--- src/sv/gnmd_pkg.sv ---
// ----------------------------------------------------------------------------
// gnmd_pkg
// Shared types and constants of the grey neighbour contour block.
// ----------------------------------------------------------------------------
package gnmd_pkg;

    localparam int PIX_W       = 8;
    localparam int PIX_MAX     = 255;
    localparam int IMG_W_BITS  = 12;
    localparam int IMG_H_BITS  = 13;
    localparam int ROW_W       = 13;
    localparam int CFG_INDEX_W = 2;
    localparam int CFG_DATA_W  = 13;

    localparam logic [CFG_INDEX_W-1:0] REG_IMAGE_WIDTH  = CFG_INDEX_W'(0);
    localparam logic [CFG_INDEX_W-1:0] REG_IMAGE_HEIGHT = CFG_INDEX_W'(1);

    localparam int WIDTH_RESET  = 640;
    localparam int HEIGHT_RESET = 480;
    localparam int HEIGHT_MAX   = 4096;

    // grey = floor((30 R + 59 G + 11 B) / 100), division by reciprocal
    localparam int W_RED       = 30;
    localparam int W_GREEN     = 59;
    localparam int W_BLUE      = 11;
    localparam int SUM_W       = 15;
    localparam int RECIP       = 5243;
    localparam int RECIP_W     = 13;
    localparam int RECIP_SHIFT = 19;

    localparam int FIFO_DEPTH = 8;

    typedef logic [PIX_W-1:0] pix_t;
    typedef pix_t [2:0][2:0] win_t;

    typedef struct packed {
        logic have;
        logic eof;
        logic top;
        logic bottom;
        logic left;
        logic right;
    } pos_t;

    typedef struct packed {
        pix_t contour;
        logic eof;
    } res_t;

endpackage

--- src/sv/gnmd_grad.sv ---
// ----------------------------------------------------------------------------
// gnmd_grad
// Masked absolute neighbour differences, maximum and contour value.
// ----------------------------------------------------------------------------
module gnmd_grad (
    input  logic           clk,
    input  logic           rst_n,
    input  logic           s4_valid,
    input  gnmd_pkg::pos_t s4_pos,
    input  gnmd_pkg::win_t win,
    output logic           push,
    output logic           drop,
    output gnmd_pkg::res_t res
);

    import gnmd_pkg::*;

    win_t diff_reg, diff_next;
    logic s5_valid_reg;
    logic s5_have_reg;
    logic s5_eof_reg;
    pix_t centre;
    pix_t v;
    logic skip;
    pix_t best;

    always_comb
    begin
        centre    = win[1][1];
        diff_next = '0;
        v         = '0;
        skip      = 1'b0;
        for (int dy = 0; dy < 3; dy++)
        begin
            for (int dx = 0; dx < 3; dx++)
            begin
                skip = (dy == 1 && dx == 1) || (dy == 0 && s4_pos.top) ||
                       (dy == 2 && s4_pos.bottom) || (dx == 0 && s4_pos.left) ||
                       (dx == 2 && s4_pos.right);
                v = win[dy][dx];
                diff_next[dy][dx] = skip ? '0 : ((v > centre) ? (v - centre) : (centre - v));
            end
        end
    end

    always_comb
    begin
        best = '0;
        for (int dy = 0; dy < 3; dy++)
        begin
            for (int dx = 0; dx < 3; dx++)
            begin
                if (diff_reg[dy][dx] > best)
                    best = diff_reg[dy][dx];
            end
        end
    end

    always_ff @(posedge clk or negedge rst_n)
    begin
        if (!rst_n)
        begin
            s5_valid_reg <= 1'b0;
        end
        else
        begin
            s5_valid_reg <= s4_valid;
        end
    end

    always_ff @(posedge clk)
    begin
        if (s4_valid)
        begin
            diff_reg    <= diff_next;
            s5_have_reg <= s4_pos.have;
            s5_eof_reg  <= s4_pos.eof;
        end
    end

    assign push        = s5_valid_reg && s5_have_reg;
    assign drop        = s5_valid_reg && !s5_have_reg;
    assign res.contour = pix_t'(PIX_MAX) - best;
    assign res.eof     = s5_eof_reg;

endmodule

--- config.mk ---
export PLATFORM = sky130hd
export DESIGN_NAME = gnmd_grad
export DESIGN_NICKNAME = d
export VERILOG_FILES = /design/src/sv/gnmd_pkg.sv /design/src/sv/gnmd_grad.sv
export SDC_FILE = /design/constraint.sdc
export NUM_CORES = 1
export LEC_CHECK = 0
export ABC_AREA = 1
export BUFFER_PORTS_ARGS = -buffer_cell sky130_fd_sc_hd__buf_2
export CORE_MARGIN = 10
export CORE_UTILIZATION = 55
export CTS_CLUSTER_SIZE = 20
export DETAILED_ROUTE_END_ITERATION = 8
export PLACE_DENSITY = 0.86
export SLEW_MARGIN = 30
export SYNTH_ARGS = -nofsm -noshare
export SYNTH_HDL_FRONTEND = slang
export SYNTH_SLANG_ARGS = --single-unit
--- constraint.sdc ---
create_clock -name clk -period 14.5 [get_ports clk]
set_input_delay 2.9 -clock clk [delete_from_list [all_inputs] [get_ports clk]]
set_output_delay 2.9 -clock clk [all_outputs]
set_load 0.02 [all_outputs]
After elaboration in Yosys (flattened, before gate mapping)
Cells that the tools add are included.
{ "op_classes": {"n_addsub": 17, "n_lt_le_gt_ge": 17, "mux": 17, "reduce_logical": 7} }
{ "op_table": {"columns": ["operator", "count"], "rows": [
  ["8-bit two-way mux", 17],
  ["8-bit subtractor", 16],
  ["8-bit > comparator", 15],
  ["1-bit by 8-bit > comparator with 1-bit output, first input constant", 1],
  ["8-bit by 1-bit > comparator with 1-bit output, second input constant", 1],
  ["8-bit subtractor, first input constant", 1],
  ["1-bit logical OR", 4],
  ["1-bit logical AND", 2],
  ["1-bit zero test", 1]
]} }
{ "totals": {"register_bits": 67, "input_bits": 81, "out_inout_bits": 11, "word_cells": 69} }

Depth between registers and ports, before layout
Gate-level depths: netlist of run 1.
{ "logic_depth": {"ltp_word": 19, "depth_mapped": 77, "mapped_depth_nobuf": 75} }

Worst setup path after synthesis of run 1
Ideal clock, no wire load.
{ "synth_timing": {"path_kind": "register to output", "start": "reg diff_reg[15] (netlist name)", "end": "out res[6] (netlist name)", "arrival_time_ps": 8819, "t_required_ps": 11600, "path_slack_ps": 2781, "path_stages_with_launch": 59, "n_path_buf": 5, "cell_sequence": "edfxtp_1 -> ha_1 -> a21o_1 -> nor2_1 -> nand2_1 -> nand2_2 -> clkbuf_1 -> o21ai_0 -> ha_1 -> nand2_1 -> nor2_1 -> nand4_1 -> nand2_2 -> clkbuf_1 -> nand2_1 -> o21ai_0 -> ha_1 -> a21oi_1 -> [23 not listed] -> ha_1 -> nand2_1 -> o21ai_0 -> nand2_1 -> o211ai_1 -> nand2_1 -> inv_1 -> nand2_1 -> and2_1 -> ha_1 -> nand2_1 -> o21ai_0 -> nand2_1 -> o211ai_1 -> nand2_1 -> buf_1 -> or2_2 -> nand2_1"} }
{ "synth_rtl": {"columns": ["item", "line_no", "source"], "rows": [
  ["from (decl)", "gnmd_grad.sv:18", "win_t diff_reg, diff_next;"],
  ["from (signal assigned)", "gnmd_grad.sv:75", "diff_reg <= diff_next;"],
  ["to (decl)", "gnmd_grad.sv:13", "output gnmd_pkg::res_t res"]
]} }

==> impl_results.md, run 1 <==
- Status: completed
- Total CTS buffers: 9
- Max Cap Viol: 0
- CTS sink cnt: 67
- Global route overflow: 0
- Post-synth EDFFs: 66
- Clock power frac: 0.099
- CTS tree: yes
- Post-synth top area share: 0.242
- Top post-synthesis cells by area: ha_1 (24%), edfxtp_1 (22%), nand2_1 (11%)
- Post-layout minimum cycle time: 12.82 ns
- Post-Syn Area: 8820 um^2
- Peak VDD IR: 248 uV
- Simple-gate area share of the yosys netlist: 0.196
- Xor/xnor share of the synthesized area: 0
- Worst Hold Class: in2async
- Row count: 46
- Mapped Cells: 1182
- Top delay family on crit path: simple AND/OR/NAND/NOR gates
- Core area: 15800 um^2
- Sequential fraction of design power: 0.132
- Via density: 5.71
- Multiplexer share of the synthesized area: 0.00567
- Slowest-stage cell, CP: edfxtp_1
- Area leader, netlist: ha_1
- Share of the yosys chip area belonging to registers: 0.227
- Max FFs per register: 64
- Pint: 0.881 mW
- Startpoint types: register
- Initial antenna violation count: 0
- Die Span Y: 147 um
- GPL Wtd Cong: 0.948
- Finished Layout Cells: 1498
- Compound-gate portion of the synthesized area: 0.210
- Initial core utilization: 0.557
- Hpwl dp: 19500 um
- Power per cell area: 196 nW/um^2
- Slew @ Worst Pin: 0.888 ns
- Clock Tree Buf Depth: 2
- Slew headroom: 0.408
- Final period util: 0.884
- Root buf cell: clkbuf_16
- GRT Total Usage: 0.223
- Mean post-synth cell area: 7.46 um^2
- Cell mode on critical path: nand2_1
- Number of global-route vias before repair: 8168
- Final hold violation count: 0
- Largest family of logic cells by synthesized area: adder cells
- Hold buffer count at CTS: 0
- Ant diodes: 0
- Hold WS: 2.32 ns
- Sw frac: 0.541
- Global-route wire length before repair: 39600 um
- # Post-CTS Setup Buffers: 0
- Pin count of the biggest net entering global routing: 68
- Io pins: 92
- CTS resizes: 0
- CP Max Fanout: 15
- Wire length per cell: 16.4 um
- Mapped Nets: 1450
- Crit path DAT: 9.92 ns
- Final wirelength: 24500 um
- Net Sw Power: 1.04 mW
- DR iter-0 viols: 745
- Worst path bufs/invs: 6
- DIE AREA: 21500 um^2
- Finish-stage setup viols: 0
- Synth-to-layout area growth: 10.8%
- Max frequency: 78.0 MHz
- Detailed Routing Iterations Pass 1: 6
- Final #Nets: 1545
- Die Width: 147 um
- Dpl cells: 1482
- CP peak stage delay: 0.38 ns
- Crit end category: output port
- ANT nets after route: 0
- Synth warnings: 0
- Leakage: 5.06 nW
- Setup TNS: 0 ns
- Vias post-DR: 8552
- Crit Path Class: reg2out
- Dominant synthesized flop cell: edfxtp_1
- Ys async rst share: 0.0149
- Final core occ: 0.618
- Synth Area in Adders: 0.279
- #FFs+latches synth: 67
- Post-synth cell types: 39
- Number of remaining DRC errors: 0
- Logic pwr share: 0.768
- Layout cells sized above 1: 0.104
- Worst EP required: 11.60 ns
- I/O Buffers: 91
- Fin. max-slew vios: 0
- Clock-pin transition on the worst setup and hold timing paths: 0.06 ns
- RSZ-0062 raised after global routing: false
- H-tree levels: 3
## logic make-up after synthesis
logic type	count (synthesis)
simple gates	396
mux	5
flops	67
compound gates	335
buf+inv	192
fa+ha+maj	187
## cell usage after synthesis, types with 7 or more instances
cell type,count
nand3_1,46
o221ai_1,7
clkbuf_1,7
nand2_1,248
nor2_1,41
a21oi_1,140
ha_1,171
o211ai_1,10
a21o_1,8
nand4_1,17
fa_1,16
o21ai_0,131
inv_1,180
o21bai_1,8
and2_1,17
a221oi_1,7
nand2_2,8
or2_2,8
edfxtp_1,66
## path summary, 6_finish.rpt
check	startpoint	endpoint	slack, ns	cells past startpoint
hold / removal	rst_n	s5_valid_reg$_DFF_PN0_	2.32	1
setup / recovery	diff_reg[15]$_SDFFCE_PP0P_	res[2]	1.68	60
min in group clk	s4_pos[5]	s5_have_reg$_DFFE_PP_	2.74	1
max in group asynchronous	rst_n	s5_valid_reg$_DFF_PN0_	12.09	1
## stage by stage
step	setup slack [ns]	area [um^2]	total power, mW
2_1_floorplan	2.78	8820	1.34
3_3_place_gp	2.47	9530	1.68
3_5_place_dp	2.15	9530	1.71
4_1_cts	1.79	9780	1.91
5_1_grt	0.513	9780	2.13
6_report	1.68	9780	1.92
## area by class of cell
cell class | instances | area [um^2]
clock buffers | 12 | 236
clock inverters | 4 | 17.5
fillers | 1361 | 6050
inverters | 183 | 687
multi-input cells | 923 | 6090
flip-flops and latches | 67 | 2010
well taps | 216 | 270
repair buffers | 93 | 470
## cell usage in the layout (no fill, tap or decap), drive strengths merged
| cell | Yosys | layout |
|---|---|---|
| a211oi | 6 | 6 |
| a21boi | 4 | 4 |
| a21o | 8 | 8 |
| a21oi | 140 | 140 |
| a221oi | 7 | 7 |
| a31o | 4 | 4 |
| a31oi | 5 | 5 |
| and2 | 17 | 17 |
| buf | 2 | 93 |
| clkbuf | 7 | 12 |
| clkinv | 0 | 4 |
| dfrtp | 1 | 1 |
| edfxtp | 66 | 66 |
| fa | 16 | 16 |
| ha | 171 | 171 |
| inv | 183 | 183 |
| mux2i | 5 | 5 |
| nand2 | 258 | 258 |
| nand3 | 48 | 48 |
| nand3b | 3 | 3 |
| nand4 | 17 | 17 |
| nor2 | 42 | 42 |
| nor3 | 2 | 2 |
| o211ai | 10 | 10 |
| o21a | 2 | 2 |
| o21ai | 132 | 132 |
| o21bai | 8 | 8 |
| o221ai | 7 | 7 |
| o2bb2ai | 1 | 1 |
| o311ai | 1 | 1 |
| or2 | 8 | 8 |
| or4 | 1 | 1 |
## routing by layer
metal,routed length [um],vias to the layer above,track usage
met5,0,-,0
met4,891,0,0.0976
met3,2040,58,0.0467
met2,11400,361,0.371
met1,10200,3868,0.271
li1,-,4265,-
## power groups by stage
stage          registers, mW  clock network [mW]  logic (mW)
2_1_floorplan          0.249                   0        1.10
3_3_place_gp           0.256                   0        1.42
3_5_place_dp           0.256                   0        1.46
4_1_cts                0.253               0.192        1.46
5_1_grt                0.255               0.199        1.68
6_report               0.253               0.191        1.47
(Power assumes the default switching activity.)
==> run 2, diff against run 1 <==
--- a/config.mk
+++ b/config.mk
@@ -12,6 +12,7 @@
 export CTS_CLUSTER_SIZE = 20
 export DETAILED_ROUTE_END_ITERATION = 8
 export PLACE_DENSITY = 0.86
+export RECOVER_POWER = 25
 export SLEW_MARGIN = 30
 export SYNTH_ARGS = -nofsm -noshare
 export SYNTH_HDL_FRONTEND = slang
==> impl_results.md, run 2 (same netlist as run 1, synthesis figures left out) <==
- DIE AREA: 21500 um^2
- Logic pwr share: 0.768
- Max Cap Viol: 1
- Wire length per cell: 16.3 um
- Root buf cell: clkbuf_16
- RSZ-0062 raised after global routing: false
- Met3 usage: 0.0467
- Fin. max-slew vios: 68
- Initial antenna violation count: 0
- Ant diodes: 0
- I/O Buffers: 91
- Clock power frac: 0.099
- Leakage: 5.06 nW
- Global-route track usage on met1: 0.271
- Placement-stage cell area: 9530 um^2
- Top delay family on crit path: simple AND/OR/NAND/NOR gates
- CTS resizes: 0
- CTS tree: yes
- Global-route wire length before repair: 39600 um
- Io pins: 92
- Peak VDD IR: 247 uV
- Finish-stage setup viols: 0
- Number of global-route vias before repair: 8168
- CP Max Fanout: 15
- GPL Wtd Cong: 0.948
- # Post-CTS Setup Buffers: 0
- Met2 Use GR: 0.371
- Status: complete, but fails checks
- Worst path bufs/invs: 6
- Global route overflow: 0
- Initial core utilization: 0.557
- Clock Tree Buf Depth: 2
- DR iter-0 viols: 767
- Final Instance Area: 9770 um^2
- Final #Nets: 1545
- Hpwl dp: 19500 um
- Number of remaining DRC errors: 0
- GRT Total Usage: 0.223
- Die Span Y: 147 um
- Max frequency: 78.2 MHz
- Dpl cells: 1482
- Worst EP required: 11.60 ns
- Slew @ Worst Pin: 3.58 ns
- Final wirelength: 24400 um
- Startpoint types: register
- Sequential fraction of design power: 0.133
- Slew headroom: -1.39
- Setup TNS: 0 ns
- Vias post-DR: 8513
- CTS sink cnt: 67
- Cell mode on critical path: nand2_1
- Clock-pin transition on the worst setup and hold timing paths: 0.06 ns
- Gr busiest metal: met2
- Most frequent cells in the layout: nand2_1 (248), inv_1 (180), ha_1 (171), a21oi_1 (140), o21ai_0 (131)
- Finished Layout Cells: 1498
- Core area: 15800 um^2
- Row count: 46
- Crit end category: output port
- Layout cells sized above 1: 0.101
- Crit Path Class: reg2out
- Commonest non-fill, non-tap cell in the layout: nand2_1
- Pin count of the biggest net entering global routing: 68
- CP peak stage delay: 0.38 ns
- H-tree levels: 3
- Sw frac: 0.540
- Worst Hold Class: in2async
- Violated checks: max-capacitance violations, max-slew violations
- Slowest-stage cell, CP: edfxtp_1
- Final hold violation count: 0
- Total CTS buffers: 9
- Crit path DAT: 9.90 ns
- Max FFs per register: 64
- ANT nets after route: 0
- Hold buffer count at CTS: 0
- Die Width: 147 um
- Net Sw Power: 1.03 mW
- Power per cell area: 196 nW/um^2
- Synth-to-layout area growth: 10.8%
- Final period util: 0.882
- Via density: 5.68
- Post-layout minimum cycle time: 12.80 ns
- Detailed Routing Iterations Pass 1: 5
- Power, Total: 1.91 mW
- Pint: 0.881 mW
run 2: changes by cell type in the layout (fill, tap and decap cells not counted):
cell	before	now
buf_2	91	89
buf_4	2	1
clkbuf_1	3	6
run 2: metrics by stage:
step	utilization	hold WS, ns	worst slack (ns)
final	0.618	2.33	1.70
after global routing	0.618	2.33	0.513
after CTS	0.618	2.32	1.79
after detailed placement	0.602	2.68	2.15
after global placement	0.602	2.67	2.47
after floorplan	-	2.60	2.78
run 2: power groups by stage:
stage / combinational [mW] / sequential, mW / clock [mW]
after floorplan: 1.10 / 0.249 / 0
after global placement: 1.42 / 0.256 / 0
after detailed placement: 1.46 / 0.256 / 0
after CTS: 1.46 / 0.253 / 0.192
after global routing: 1.68 / 0.256 / 0.199
final: 1.47 / 0.254 / 0.190
run 2: per-layer routing:
metal,up-vias,part of all wire
met5,-,0
met4,0,0.037
met3,64,0.086
met2,373,0.47
met1,3811,0.41
li1,4265,-
run 2: how the worst max path moves through the flow:
| stage | from | to | slack [ns] | cells after the start |
|---|---|---|---|---|
| finish | diff_reg[15]$_SDFFCE_PP0P_ | res[2] | 1.70 | 60 |
| global route | diff_reg[15]$_SDFFCE_PP0P_ | res[2] | 0.51 | 63 |
| CTS | diff_reg[15]$_SDFFCE_PP0P_ | res[2] | 1.79 | 60 |
| detailed placement | diff_reg[15]$_SDFFCE_PP0P_ | res[2] | 2.15 | 60 |
| global placement | diff_reg[9]$_SDFFCE_PP0P_ | res[2] | 2.47 | 62 |
| floorplan | diff_reg[15]$_SDFFCE_PP0P_ | res[6] | 2.78 | 58 |
run 2: layout make-up:
cell class | instances | area [um^2]
sequential | 67 | 2010
clock buffer | 12 | 236
fill | 1361 | 6050
inverter | 183 | 687
clock inverter | 4 | 17.5
multi-input combinational | 923 | 6090
tap | 216 | 270
timing repair buffer | 93 | 464
