--- src/sv/gnmd_pkg.sv ---
// ----------------------------------------------------------------------------
// gnmd_pkg
// Shared types and constants of the grey neighbour contour block.
// ----------------------------------------------------------------------------
package gnmd_pkg;

    localparam int PIX_W       = 8;
    localparam int PIX_MAX     = 255;
    localparam int IMG_W_BITS  = 12;
    localparam int IMG_H_BITS  = 13;
    localparam int ROW_W       = 13;
    localparam int CFG_INDEX_W = 2;
    localparam int CFG_DATA_W  = 13;

    localparam logic [CFG_INDEX_W-1:0] REG_IMAGE_WIDTH  = CFG_INDEX_W'(0);
    localparam logic [CFG_INDEX_W-1:0] REG_IMAGE_HEIGHT = CFG_INDEX_W'(1);

    localparam int WIDTH_RESET  = 640;
    localparam int HEIGHT_RESET = 480;
    localparam int HEIGHT_MAX   = 4096;

    // grey = floor((30 R + 59 G + 11 B) / 100), division by reciprocal
    localparam int W_RED       = 30;
    localparam int W_GREEN     = 59;
    localparam int W_BLUE      = 11;
    localparam int SUM_W       = 15;
    localparam int RECIP       = 5243;
    localparam int RECIP_W     = 13;
    localparam int RECIP_SHIFT = 19;

    localparam int FIFO_DEPTH = 8;

    typedef logic [PIX_W-1:0] pix_t;
    typedef pix_t [2:0][2:0] win_t;

    typedef struct packed {
        logic have;
        logic eof;
        logic top;
        logic bottom;
        logic left;
        logic right;
    } pos_t;

    typedef struct packed {
        pix_t contour;
        logic eof;
    } res_t;

endpackage

--- src/sv/gnmd_scan.sv ---
// ----------------------------------------------------------------------------
// gnmd_scan
// Frame size registers, raster column/row counters and centre position flags.
// ----------------------------------------------------------------------------
module gnmd_scan #(
    parameter int MAX_WIDTH = 2048
) (
    input  logic                                clk,
    input  logic                                rst_n,
    input  logic                                cfg_valid,
    input  logic [gnmd_pkg::CFG_INDEX_W-1:0]    cfg_index,
    input  logic [gnmd_pkg::CFG_DATA_W-1:0]     cfg_data,
    output logic                                cfg_ready,
    input  logic                                advance,
    output logic [$clog2(MAX_WIDTH)-1:0]        addr,
    output gnmd_pkg::pos_t                      pos
);

    import gnmd_pkg::*;

    localparam int CW    = $clog2(MAX_WIDTH);
    localparam int W_RST = (WIDTH_RESET > MAX_WIDTH) ? MAX_WIDTH : WIDTH_RESET;

    logic [CW-1:0]    w_m1_reg, w_m1_next;
    logic [ROW_W-1:0] h_eff_reg, h_eff_next;
    logic [ROW_W-1:0] h_m1_reg, h_m1_next;
    logic [CW-1:0]    col_reg, col_next;
    logic [ROW_W-1:0] row_reg, row_next;

    logic [31:0]      wv;
    logic [ROW_W-1:0] hv;
    logic [CW-1:0]    cx;
    logic [ROW_W-1:0] cy;
    logic             col_nz;
    logic             have_raw;
    logic             in_frame;

    assign cfg_ready = 1'b1;
    assign wv        = 32'(cfg_data[IMG_W_BITS-1:0]);
    assign hv        = ROW_W'(cfg_data[IMG_H_BITS-1:0]);

    always_comb
    begin
        w_m1_next  = w_m1_reg;
        h_eff_next = h_eff_reg;
        h_m1_next  = h_m1_reg;
        if (cfg_valid)
        begin
            case (cfg_index)
                REG_IMAGE_WIDTH:
                begin
                    if (wv == 32'd0)
                        w_m1_next = '0;
                    else if (wv > 32'(MAX_WIDTH))
                        w_m1_next = CW'(MAX_WIDTH - 1);
                    else
                        w_m1_next = CW'(wv - 32'd1);
                end
                REG_IMAGE_HEIGHT:
                begin
                    if (hv == '0)
                        h_eff_next = ROW_W'(1);
                    else if (hv > ROW_W'(HEIGHT_MAX))
                        h_eff_next = ROW_W'(HEIGHT_MAX);
                    else
                        h_eff_next = hv;
                    h_m1_next = h_eff_next - ROW_W'(1);
                end
                default:
                begin
                end
            endcase
        end
    end

    always_comb
    begin
        col_nz   = (col_reg != '0);
        cx       = col_nz ? (col_reg - CW'(1)) : w_m1_reg;
        cy       = col_nz ? (row_reg - ROW_W'(1)) : (row_reg - ROW_W'(2));
        have_raw = col_nz ? (row_reg != '0) : (row_reg >= ROW_W'(2));
        in_frame = have_raw && (cx <= w_m1_reg) && (cy <= h_m1_reg);

        pos.have   = in_frame;
        pos.eof    = in_frame && (cx == w_m1_reg) && (cy == h_m1_reg);
        pos.top    = (cy == '0);
        pos.bottom = (cy >= h_m1_reg);
        pos.left   = (cx == '0);
        pos.right  = (cx >= w_m1_reg);
    end

    always_comb
    begin
        col_next = col_reg;
        row_next = row_reg;
        if (advance)
        begin
            if (pos.eof)
            begin
                col_next = '0;
                row_next = '0;
            end
            else if (col_reg >= w_m1_reg)
            begin
                col_next = '0;
                row_next = (row_reg > h_eff_reg) ? '0 : (row_reg + ROW_W'(1));
            end
            else
            begin
                col_next = col_reg + CW'(1);
            end
        end
    end

    always_ff @(posedge clk or negedge rst_n)
    begin
        if (!rst_n)
        begin
            w_m1_reg  <= CW'(W_RST - 1);
            h_eff_reg <= ROW_W'(HEIGHT_RESET);
            h_m1_reg  <= ROW_W'(HEIGHT_RESET - 1);
            col_reg   <= '0;
            row_reg   <= '0;
        end
        else
        begin
            w_m1_reg  <= w_m1_next;
            h_eff_reg <= h_eff_next;
            h_m1_reg  <= h_m1_next;
            col_reg   <= col_next;
            row_reg   <= row_next;
        end
    end

    assign addr = col_reg;

endmodule

--- config.mk ---
export PLATFORM = sky130hd
export DESIGN_NAME = gnmd_scan
export DESIGN_NICKNAME = d
export VERILOG_FILES = /design/src/sv/gnmd_pkg.sv /design/src/sv/gnmd_scan.sv
export SDC_FILE = /design/constraint.sdc
export NUM_CORES = 1
export LEC_CHECK = 0
export BUFFER_PORTS_ARGS = -buffer_cell sky130_fd_sc_hd__buf_2
export CORE_MARGIN = 2
export CORE_UTILIZATION = 62
export CTS_CLUSTER_DIAMETER = 150
export DETAILED_ROUTE_END_ITERATION = 8
export PLACE_DENSITY = 0.82
export REMOVE_ABC_BUFFERS = 1
export SETUP_SLACK_MARGIN = 0.2
export SLEW_MARGIN = 5
export SYNTH_ARGS = -nofsm -noshare
export SYNTH_HDL_FRONTEND = slang
export SYNTH_SLANG_ARGS = --single-unit
--- constraint.sdc ---
create_clock -name clk -period 10.2 [get_ports clk]
set_clock_uncertainty 0.2 [all_clocks]
set_input_delay 1.02 -clock clk [delete_from_list [all_inputs] [get_ports clk]]
set_output_delay 1.02 -clock clk [all_outputs]
set_load 0.01 [all_outputs]
# == After elaboration in Yosys (flattened, before gate mapping) ==
# Cells that the tools add are included.
# totals
regBits,61
input_bits,19
elab_cells,53
# op_classes
n_addsub,7
order_cmp,9
eq_ne,3
n_mux,14
n_reduce_logical,15
# ops
operator,n
$mux 13,8
$mux 11,5
$logic_not 32->1,1
$logic_not 13->1,2
$sub 13x1->13 const B,2
$ge 11x11->1,2
$sub 11x1->11 const B,2
$add 13x1->13 const B,1
$eq 13x13->1,1
$ge 13x13->1,1
$ge 13x2->1 const B,1
$gt 13x13->1,1
$gt 13x13->1 const B,1
$le 13x13->1,1
$reduce_bool 13->1,1
$sub 13x2->13 const B,1
$gt 12x12->1 const B,1
$add 11x1->11 const B,1
$eq 11x11->1,1
$le 11x11->1,1
$logic_not 11->1,1
$reduce_bool 11->1,1
$reduce_and 2->1,3
$logic_and 1x1->1,4
4 further kinds,4

# == Depth between registers and ports, before layout ==
# Gate-level depths: netlist of run 1.
# depth
ltp_word,9
mapped_depth,17

# == Worst setup path before layout of run 1 ==
# Ideal clock, no wire load.
# synth_timing
kind,register to output
start,"register col_reg[3], in the netlist addr[3]"
end,output pos[5] in the netlist's numbering
arrival_time_ps,3246
required_time_ps,8980
slack_ps,5734
stages_incl_launch_ff,16
path_cell_list,dfrtp_1 > buf_4 > nor4_4 > nand4b_2 > mux2i_1 > or2_2 > nor4_1 > xor2_1 > ha_1 > a21o_1 > a21o_1 > a21oi_1 > o21ai_0 > o41ai_1 > o211a_1 > buf_4
# synth_between
elab_chain_len,5
elab_cells_between_ends,9
cone_classes,1 x add/sub; 2 x order compare; 3 x mux; 3 x reduce/logical
# synth_rtl
element,line_no,source
from (decl),gnmd_scan.sv:27,"logic [CW-1:0] col_reg, col_next;"
from (signal assigned),gnmd_scan.sv:130,col_reg <= col_next;
$sub 11x1->11 or $reduce_bool 11->1 (tied branches),"gnmd_scan.sv:79, gnmd_scan.sv:78",
$mux 11,gnmd_scan.sv:79,cx = col_nz ? (col_reg - CW'(1)) : w_m1_reg;
$le 11x11->1,gnmd_scan.sv:82,in_frame = have_raw && (cx <= w_m1_reg) && (cy <= h_m1_reg);
$logic_and 1x1->1,gnmd_scan.sv:82,
$logic_and 1x1->1 *,gnmd_scan.sv:82,
to (decl),gnmd_scan.sv:16,output gnmd_pkg::pos_t pos
# Mark *: on every way between the ends. The rest lies on a longest branch, timed or not.

==> results of run 1 <==
routing by layer:
| metal | wire length, um | track usage, % | share of wire, % |
|---|---|---|---|
| met3 | 921 | 4.664 | 7.2 |
| met5 | 0 | 0 | 0 |
| met4 | 333 | 11.71 | 2.6 |
| met1 | 5557 | 41.60 | 44 |
| met2 | 5950 | 47.65 | 47 |
cells in the mapped netlist (3+ instances only):
library cell | number | area, um^2
nand2_1 | 73 | 274.0
ha_1 | 57 | 713.2
nor2_1 | 52 | 195.2
o21ai_0 | 50 | 250.2
inv_1 | 48 | 180.2
dfrtp_1 | 41 | 1026
a21oi_1 | 36 | 180.2
clkbuf_1 | 28 | 105.1
nor3_1 | 25 | 125.1
dfstp_2 | 20 | 525.5
xor2_1 | 18 | 157.7
xnor2_1 | 16 | 140.1
a21o_1 | 15 | 112.6
nand3_1 | 14 | 70.07
nor4_1 | 13 | 81.33
nand4_1 | 10 | 62.56
buf_2 | 9 | 45.04
o31ai_1 | 8 | 60.06
a211oi_1 | 7 | 52.55
o31ai_2 | 7 | 87.58
nand2b_1 | 6 | 37.54
and3_1 | 5 | 31.28
nor3b_1 | 5 | 37.54
o21a_1 | 5 | 37.54
or2_2 | 5 | 31.28
a22o_1 | 4 | 35.03
mux2i_1 | 4 | 40.04
nand3b_1 | 4 | 30.03
a2bb2oi_1 | 3 | 26.28
a31oi_1 | 3 | 18.77
buf_4 | 3 | 22.52
mux2_2 | 3 | 33.78
nor2b_1 | 3 | 18.77
or3_1 | 3 | 18.77
or4_1 | 3 | 22.52
report_power, final:
part | switching (uW) | internal (uW) | total [uW] | leakage, uW
clock | 101 | 168 | 269 | 0.000119
sequential | 49.4 | 285 | 335 | 0.000726
combinational | 176 | 133 | 309 | 0.00178
worst min-delay path, stage by stage (launching register included):
cell,delay [ns]
dfrtp_1,0.34
nand2_1,0.05
o21ai_0,0.06
per-stage QoR:
step / util [%] / worst slack, ns / total power, uW / instance area, um^2 / hold WS [ns]
floorplan: - / 5.036 / 540.6 / 4965 / 0.2485
global placement: 64.99 / 4.514 / 622.1 / 5286 / 0.2622
detailed placement: 64.99 / 4.249 / 639.0 / 5286 / 0.2704
CTS: 68.04 / 4.122 / 912.5 / 5534 / 0.2851
global route: 68.04 / 3.590 / 973.8 / 5534 / 0.3111
finish: 68.04 / 4.028 / 913.5 / 5534 / 0.2806
cell type report:
class	count	share of cell area, %
clock buffer	10	2.487
clock inverter	6	1.990
inverter	48	3.256
multi-input combinational	484	58.42
sequential	61	28.04
tap	105	2.374
timing repair buffer	37	3.437
kinds of logic (layout without fill, tap and decap cells):
logic type      Yosys count  count (layout)  share of synthesized area [%]
buf+inv                  90             101                          7.139
xor+xnor                 34              34                          5.779
fa+ha+maj                57              57                          13.84
other cells               1               1                        0.07278
mux                       7               7                          1.433
compound gates          153             153                          19.26
flops                    61              61                          30.11
simple gates            232             232                          22.37
path summary, 6_finish.rpt:
kind | to | depth (start not counted) | from | slack [ns]
setup / recovery | pos[4] | 11 | addr[3]$_DFFE_PN0P_ | 4.03
hold / removal | h_eff_reg[1]$_DFFE_PN0P_ | 2 | h_eff_reg[1]$_DFFE_PN0P_ | 0.28
setup reg to reg | row_reg[12]$_DFFE_PN0P_ | 13 | addr[3]$_DFFE_PN0P_ | 4.10
hold reg to reg | h_eff_reg[1]$_DFFE_PN0P_ | 2 | h_eff_reg[1]$_DFFE_PN0P_ | 0.28
max in group asynchronous | h_eff_reg[4]$_DFFE_PN0P_ | 2 | rst_n | 8.68
min in group asynchronous | addr[5]$_DFFE_PN0P_ | 2 | rst_n | 0.61
==> results.cfg, run 1 <==
[critical_path]
crit_chain = nor4_4 -> nand4b_2 -> a21boi_0 -> nand2_1 -> xnor2_1 -> ha_1 -> nand4_1 -> nor4_1 -> nand2_1 -> a21oi_1 -> buf_2
crit_buf_inv = 1
critPathMaxFanout = 24
crit_required_ns = 8.98
critPathMostFrequentCell = nand2_1
startpoint_type = register
critPathTopFamily = simple AND/OR/NAND/NOR gates
end_kind = output pin
cp_slowest_cell = a21boi_0
critical_path_class = reg2out
arrival_ns = 4.95
cpPeakStageDelay_ns = 0.82

[sta]
timing.slew.headroom_pct = 27.49
fin_setup_tns_ns = 0
setup_viol = 0
period_minus_slack_ns = 6.172
fmax_mhz = 162.0
grt_setup_unrepaired = false
hold_violations = 0
fin_crit_sh_pct = 60.51
worstMarginPinSlew_ns = 1.076
slew_violations = 0

[cells_and_area]
drive_gt1_share_pct = 14.71
final_common_cell = nand2_1
regArea_um2 = 1551
final-instance-count-excl-fill = 751
syn_to_final_growth_pct = 7.407
multi_input_area_um2 = 3233
fillCellCount = 636
n_antenna_cell = 0
layout_common_cells = nand2_1, ha_1, nor2_1
layout.nets = 717

[yosys]
yosysUniqueCellTypes = 60
async_reset_ff_share_pct = 100.0
synthCells = 635
ys_seq_area_share_pct = 30.11
yosys_warnings = 0
synth_area_per_cell_um2 = 8.114
ys_seq_elements = 61
synth_edf_count = 0
synth_ff_type = dfrtp_1
synth_area_um2 = 5152

[cts]
clk_pin_slew_worst_paths_ns = 0.07
hold_buffers = 0
cts_tree = done
clock_insertion_delay_worst_skew_ns = 0.35
post_cts_buffers = 0
htree_levels = 3
clock-sinks = 61
post_cts_resized = 0
cts.path.max_buffers = 2
clockRootBuffer = clkbuf_8
numCtsBuffers = 9

[run]
maxCapViolCount = 0

[placement]
portBuffers = 35
dpl.cell_count = 735
hpwl_um = 9623
gp_congestion = 0.9654

[floorplan]
dieArea_um2 = 9055
core_um2 = 8134
io-pin-count = 37
row_count = 33
start_util_pct = 63.34
die_w_um = 95.16
die_h_um = 95.16

[detailed_routing]
wl_per_cell_um = 16.99
viasPerCell = 6.222
vias = 4673
firstDrtPassIters = 5
drc = 0
routed_wl_um = 12760
first_iter_violations = 397
detail-route-antenna-nets = 0

[global_routing]
grt_pass1_vias = 4440
grt_max_degree = 62
overflow = 0
grt_antenna_before_repair = 0
grt_pass1_wl_um = 21420
grt_usage_pct = 30.18

[pwr]
vdd_drop_max_uv = 92.93
p_per_area_nw_per_um2 = 165.1
leakagePower_uw = 0.002621

[worst_hold_path]
hold_path_class = reg2reg

[status]
status = completed
(Power assumes the default switching activity.)
==> run 2, diff against run 1 <==
Settings changed: CORE_UTILIZATION 62 to 56, PLACE_DENSITY 0.82 to 0.78.
Clock period 10.2 ns to 5.4 ns, I/O delays scaled along.
==> results.cfg, run 2 (synthesized netlist as in run 1, its figures left out) <==
[status]
status = completed

[floorplan]
die_h_um = 99.92
dieArea_um2 = 9984
core_um2 = 9065
row_count = 35
start_util_pct = 56.84
die_w_um = 99.92
io-pin-count = 37

[pwr]
p_per_area_nw_per_um2 = 299.0
leakagePower_uw = 0.002632
clock_power_share_pct = 26.8
p_switching_uw = 609.9
p_seq_share_pct = 38.2
vdd_drop_max_uv = 146.8
sw_frac_of_total_pct = 36.78
power.share.combinational_pct = 35.0
internal_power_uw = 1048

[cts]
clockRootBuffer = clkbuf_8
post_cts_resized = 0
cts_tree = done
post_cts_buffers = 0
hold_buffers = 0
htree_levels = 3
cts.path.max_buffers = 2
numCtsBuffers = 9
clock-sinks = 61
clock_insertion_delay_worst_skew_ns = 0.34
clk_pin_slew_worst_paths_ns = 0.07

[sta]
hold_violations = 0
fin_setup_tns_ns = 0
fmax_mhz = 209.5
setup_viol = 0
grt_setup_unrepaired = false
period_minus_slack_ns = 4.774
worstMarginPinSlew_ns = 0.7586
setup_ws_ns = 0.6263
fin_crit_sh_pct = 88.40
timing.slew.headroom_pct = 49.43
slew_violations = 0

[critical_path]
critical_path_class = reg2out
reg2regPathDepth = 15
r2r_slack_ns = 0.68
end_kind = output pin
critPathMostFrequentCell = a21o_1
cpPeakStageDelay_ns = 0.61
startpoint_type = register
critPathTopFamily = compound AO/OA/AOI/OAI gates
crit_required_ns = 4.66
r2r-end = row_reg[4]$_DFFE_PN0P_
arrival_ns = 4.03
cp_slowest_cell = a211oi_1
crit_chain = nor4_2 -> nand4b_2 -> buf_4 -> nor2_1 -> nor2_1 -> ha_1 -> a21o_1 -> a21o_1 -> a21oi_1 -> o21ai_0 -> a21o_1 -> a211oi_1 -> o211a_1 -> buf_2
r2r-start = addr[7]$_DFFE_PN0P_
critPathMaxFanout = 19
crit_buf_inv = 2

[detailed_routing]
drc = 0
detail-route-antenna-nets = 0
vias = 4609
wl_per_cell_um = 16.25
routed_wl_um = 12380
firstDrtPassIters = 5
viasPerCell = 6.049
first_iter_violations = 255

[cells_and_area]
regArea_um2 = 1551
multi_input_area_um2 = 3233
syn_to_final_growth_pct = 7.625
fillCellCount = 822
final-instance-count-excl-fill = 762
layout.nets = 722
n_antenna_cell = 0
final_common_cell = nand2_1
drive_gt1_share_pct = 15.36
layout_common_cells = nand2_1, ha_1, nor2_1
fin_util_pct = 61.17

[global_routing]
grt_usage_pct = 26.64
grt_pass1_vias = 4568
overflow = 0
grt_antenna_before_repair = 0
grt_pass1_wl_um = 21520
grt_max_degree = 62

[placement]
dpl.cell_count = 746
portBuffers = 35
hpwl_um = 9609
pre_cts_ws_ns = 0.7081
gp_congestion = 0.9937

[run]
maxCapViolCount = 0

[worst_hold_path]
hold_path_class = in2async
## run 2: area by class of cell
| cell class | count | share of cell area, % |
|---|---|---|
| multi-input cells | 484 | 58.30 |
| clock buffers | 9 | 2.234 |
| inverters | 48 | 3.249 |
| flip-flops and latches | 61 | 27.98 |
| clock inverters | 7 | 1.625 |
| repair buffers | 42 | 4.106 |
| well taps | 111 | 2.505 |
## run 2: power groups by stage
stage | logic, uW | registers [uW] | clock network (uW)
final | 581 | 633 | 444
after global routing | 654 | 646 | 472
after CTS | 576 | 632 | 449
after detailed placement | 571 | 640 | 0
after global placement | 550 | 630 | 0
after floorplan | 396 | 625 | 0
## run 2: worst max path at each step
stage                   startpoint                       to  slack, ns  cells after the start
2_1_floorplan  addr[3]$_DFFE_PN0P_  row_reg[12]$_DFFE_PN0P_       0.24                     14
3_3_place_gp   addr[7]$_DFFE_PN0P_  row_reg[12]$_DFFE_PN0P_       0.82                     16
3_5_place_dp   addr[7]$_DFFE_PN0P_   row_reg[4]$_DFFE_PN0P_       0.71                     15
4_1_cts        addr[7]$_DFFE_PN0P_                   pos[5]       0.65                     14
5_1_grt        addr[3]$_DFFE_PN0P_  row_reg[11]$_DFFE_PN0P_       0.23                     15
6_report       addr[7]$_DFFE_PN0P_                   pos[5]       0.63                     14
## run 2: routing by layer
layer / up-vias / global-route usage [%] / part of all wire, %
met1: 2158 / 36.61 / 46
met5: - / 0 / 0
met4: 0 / 14.54 / 4.5
li1: 2263 / - / -
met2: 142 / 40.44 / 45
met3: 46 / 4.178 / 4.8
## run 2: per-stage QoR
stage               hold WS [ns]  total power, uW  instance area, um^2
finish                    0.1499             1658                 5545
detailed placement        0.2725             1211                 5331
global placement          0.2604             1179                 5331
floorplan                0.04441             1021                 4965
CTS                       0.1891             1657                 5545
global route              0.2274             1771                 5545
==> run 3, diff against run 2 <==
Settings changed: CORE_UTILIZATION 56 to 62, PLACE_DENSITY 0.78 to 0.82, REMOVE_ABC_BUFFERS 1 to not set.
Clock period 5.4 ns to 5 ns, I/O delays scaled along.
==> results.cfg, run 3 (synthesized netlist as in run 1, its figures left out) <==
[global_routing]
grt_max_degree = 62
overflow = 0
grt_antenna_before_repair = 0
grt_usage_pct = 29.48
grt_pass1_wl_um = 20860
grt_pass1_vias = 4373

[run]
maxCapViolCount = 0

[sta]
worstMarginPinSlew_ns = 0.7545
setup_ws_ns = 0.4534
period_minus_slack_ns = 4.547
slew_violations = 0
setup_viol = 0
fin_crit_sh_pct = 90.93
grt_setup_unrepaired = false
fin_setup_tns_ns = 0
hold_violations = 0
timing.slew.headroom_pct = 49.70
fmax_mhz = 219.9

[detailed_routing]
routed_wl_um = 12720
vias = 4706
viasPerCell = 6.225
wl_per_cell_um = 16.82
first_iter_violations = 293
drc = 0
detail-route-antenna-nets = 0
firstDrtPassIters = 5

[placement]
gp_congestion = 0.9616
portBuffers = 35
hpwl_um = 9367
pre_cts_ws_ns = 0.3456
dpl.cell_count = 740

[cts]
clock-sinks = 61
htree_levels = 3
clock_insertion_delay_worst_skew_ns = 0.35
numCtsBuffers = 9
clockRootBuffer = clkbuf_8
clk_pin_slew_worst_paths_ns = 0.08
cts.path.max_buffers = 2
hold_buffers = 0
cts_tree = done

[critical_path]
crit_chain = nor4_4 -> nand4b_4 -> mux2i_1 -> or2_2 -> nor4_1 -> xor2_1 -> ha_1 -> a21o_1 -> a21o_1 -> a21oi_1 -> o21ai_0 -> o41ai_2 -> o211a_1 -> buf_2
critPathMaxFanout = 10
crit_buf_inv = 1
critPathTopFamily = simple AND/OR/NAND/NOR gates
critical_path_class = reg2out
cpPeakStageDelay_ns = 0.51
critPathMostFrequentCell = a21o_1
startpoint_type = register
end_kind = output pin
crit_required_ns = 4.30
arrival_ns = 3.85
cp_slowest_cell = dfrtp_2

[pwr]
p_per_area_nw_per_um2 = 335.7
power.share.combinational_pct = 34.7
power_uw = 1882
clock_power_share_pct = 29.4
sw_frac_of_total_pct = 36.40
internal_power_uw = 1197
vdd_drop_max_uv = 180.4
leakagePower_uw = 0.002650
p_switching_uw = 685.1
p_seq_share_pct = 35.9

[floorplan]
io-pin-count = 37
start_util_pct = 63.34
row_count = 33
dieArea_um2 = 9055
core_um2 = 8134
die_h_um = 95.16
die_w_um = 95.16

[cells_and_area]
syn_to_final_growth_pct = 8.815
final-instance-count-excl-fill = 756
fillCellCount = 678
layout.nets = 722
fin_util_pct = 68.93
layout_common_cells = nand2_1, ha_1, nor2_1
drive_gt1_share_pct = 16.28
n_antenna_cell = 0
final_common_cell = nand2_1

[worst_hold_path]
hold_path_class = in2async

[status]
status = completed

[yosys]
synth_fp_nets = 711
run 3: final timing paths:
check                                              start                  endpoint  slack, ns  depth (start not counted)
worst max-delay path                 addr[7]$_DFFE_PN0P_                    pos[5]       0.45                         14
worst min-delay path                               rst_n       addr[6]$_DFFE_PN0P_       0.09                          2
worst max register to register       addr[7]$_DFFE_PN0P_    row_reg[2]$_DFFE_PN0P_       0.58                         15
worst min register to register  h_eff_reg[7]$_DFFE_PN1P_  h_eff_reg[7]$_DFFE_PN1P_       0.28                          2
min in group clk                             cfg_data[7]  h_eff_reg[7]$_DFFE_PN1P_       0.27                          3
max in group asynchronous                          rst_n       addr[3]$_DFFE_PN0P_       3.96                          2
run 3: power by group through the flow:
| stage | Sequential [uW] | Combinational, uW | Clock (uW) |
|---|---|---|---|
| finish | 675 | 653 | 554 |
| detailed placement | 681 | 618 | 0 |
| CTS | 672 | 632 | 556 |
| floorplan | 639 | 494 | 0 |
| global route | 687 | 738 | 582 |
| global placement | 675 | 604 | 0 |
run 3: cell type report:
class | instances | area (um^2) | share of cell area [%]
clock buffer | 9 | 123.9 | 2.209
clock inverter | 7 | 122.6 | 2.187
inverter | 48 | 180.2 | 3.214
multi-input combinational | 484 | 3267 | 58.27
sequential | 61 | 1554 | 27.72
tap | 105 | 131.4 | 2.343
timing repair buffer | 42 | 227.7 | 4.062
run 3: through the flow:
| stage | hold WS [ns] | cell area [um^2] |
|---|---|---|
| 6_report | 0.09179 | 5607 |
| 5_1_grt | 0.1730 | 5607 |
| 4_1_cts | 0.1347 | 5570 |
| 3_5_place_dp | 0.2709 | 5324 |
| 3_3_place_gp | 0.2630 | 5324 |
| 2_1_floorplan | 0.004409 | 5152 |
run 3: worst reg2reg max path, stage by stage, from the launching register on:
cell and delay (ns):
dfrtp_2 0.51, nor4_4 0.38, nand4b_4 0.19, mux2i_1 0.18, or2_2 0.32, nor4_1 0.23, xor2_1 0.14, ha_1 0.33
nand4_1 0.16, nor4_2 0.38, nand2_1 0.10, a21oi_1 0.20, buf_4 0.22, o21a_1 0.35, o21ai_0 0.16, a22o_1 0.25
run 3: what timing repair did:
item                                    4_1_cts  5_1_grt
gates resized for setup                       0        9
hold endpoints to repair                      0        0
buffers inserted                              0        0
endpoints found under the setup margin        0       14
run 3: layer usage:
| layer | track usage, % | vias up | wire, um |
|---|---|---|---|
| li1 | - | 2260 | - |
| met1 | 41.23 | 2162 | 5701 |
| met2 | 45.13 | 243 | 5698 |
| met3 | 4.506 | 41 | 944 |
| met4 | 12.92 | 0 | 369 |
| met5 | 0 | - | 0 |
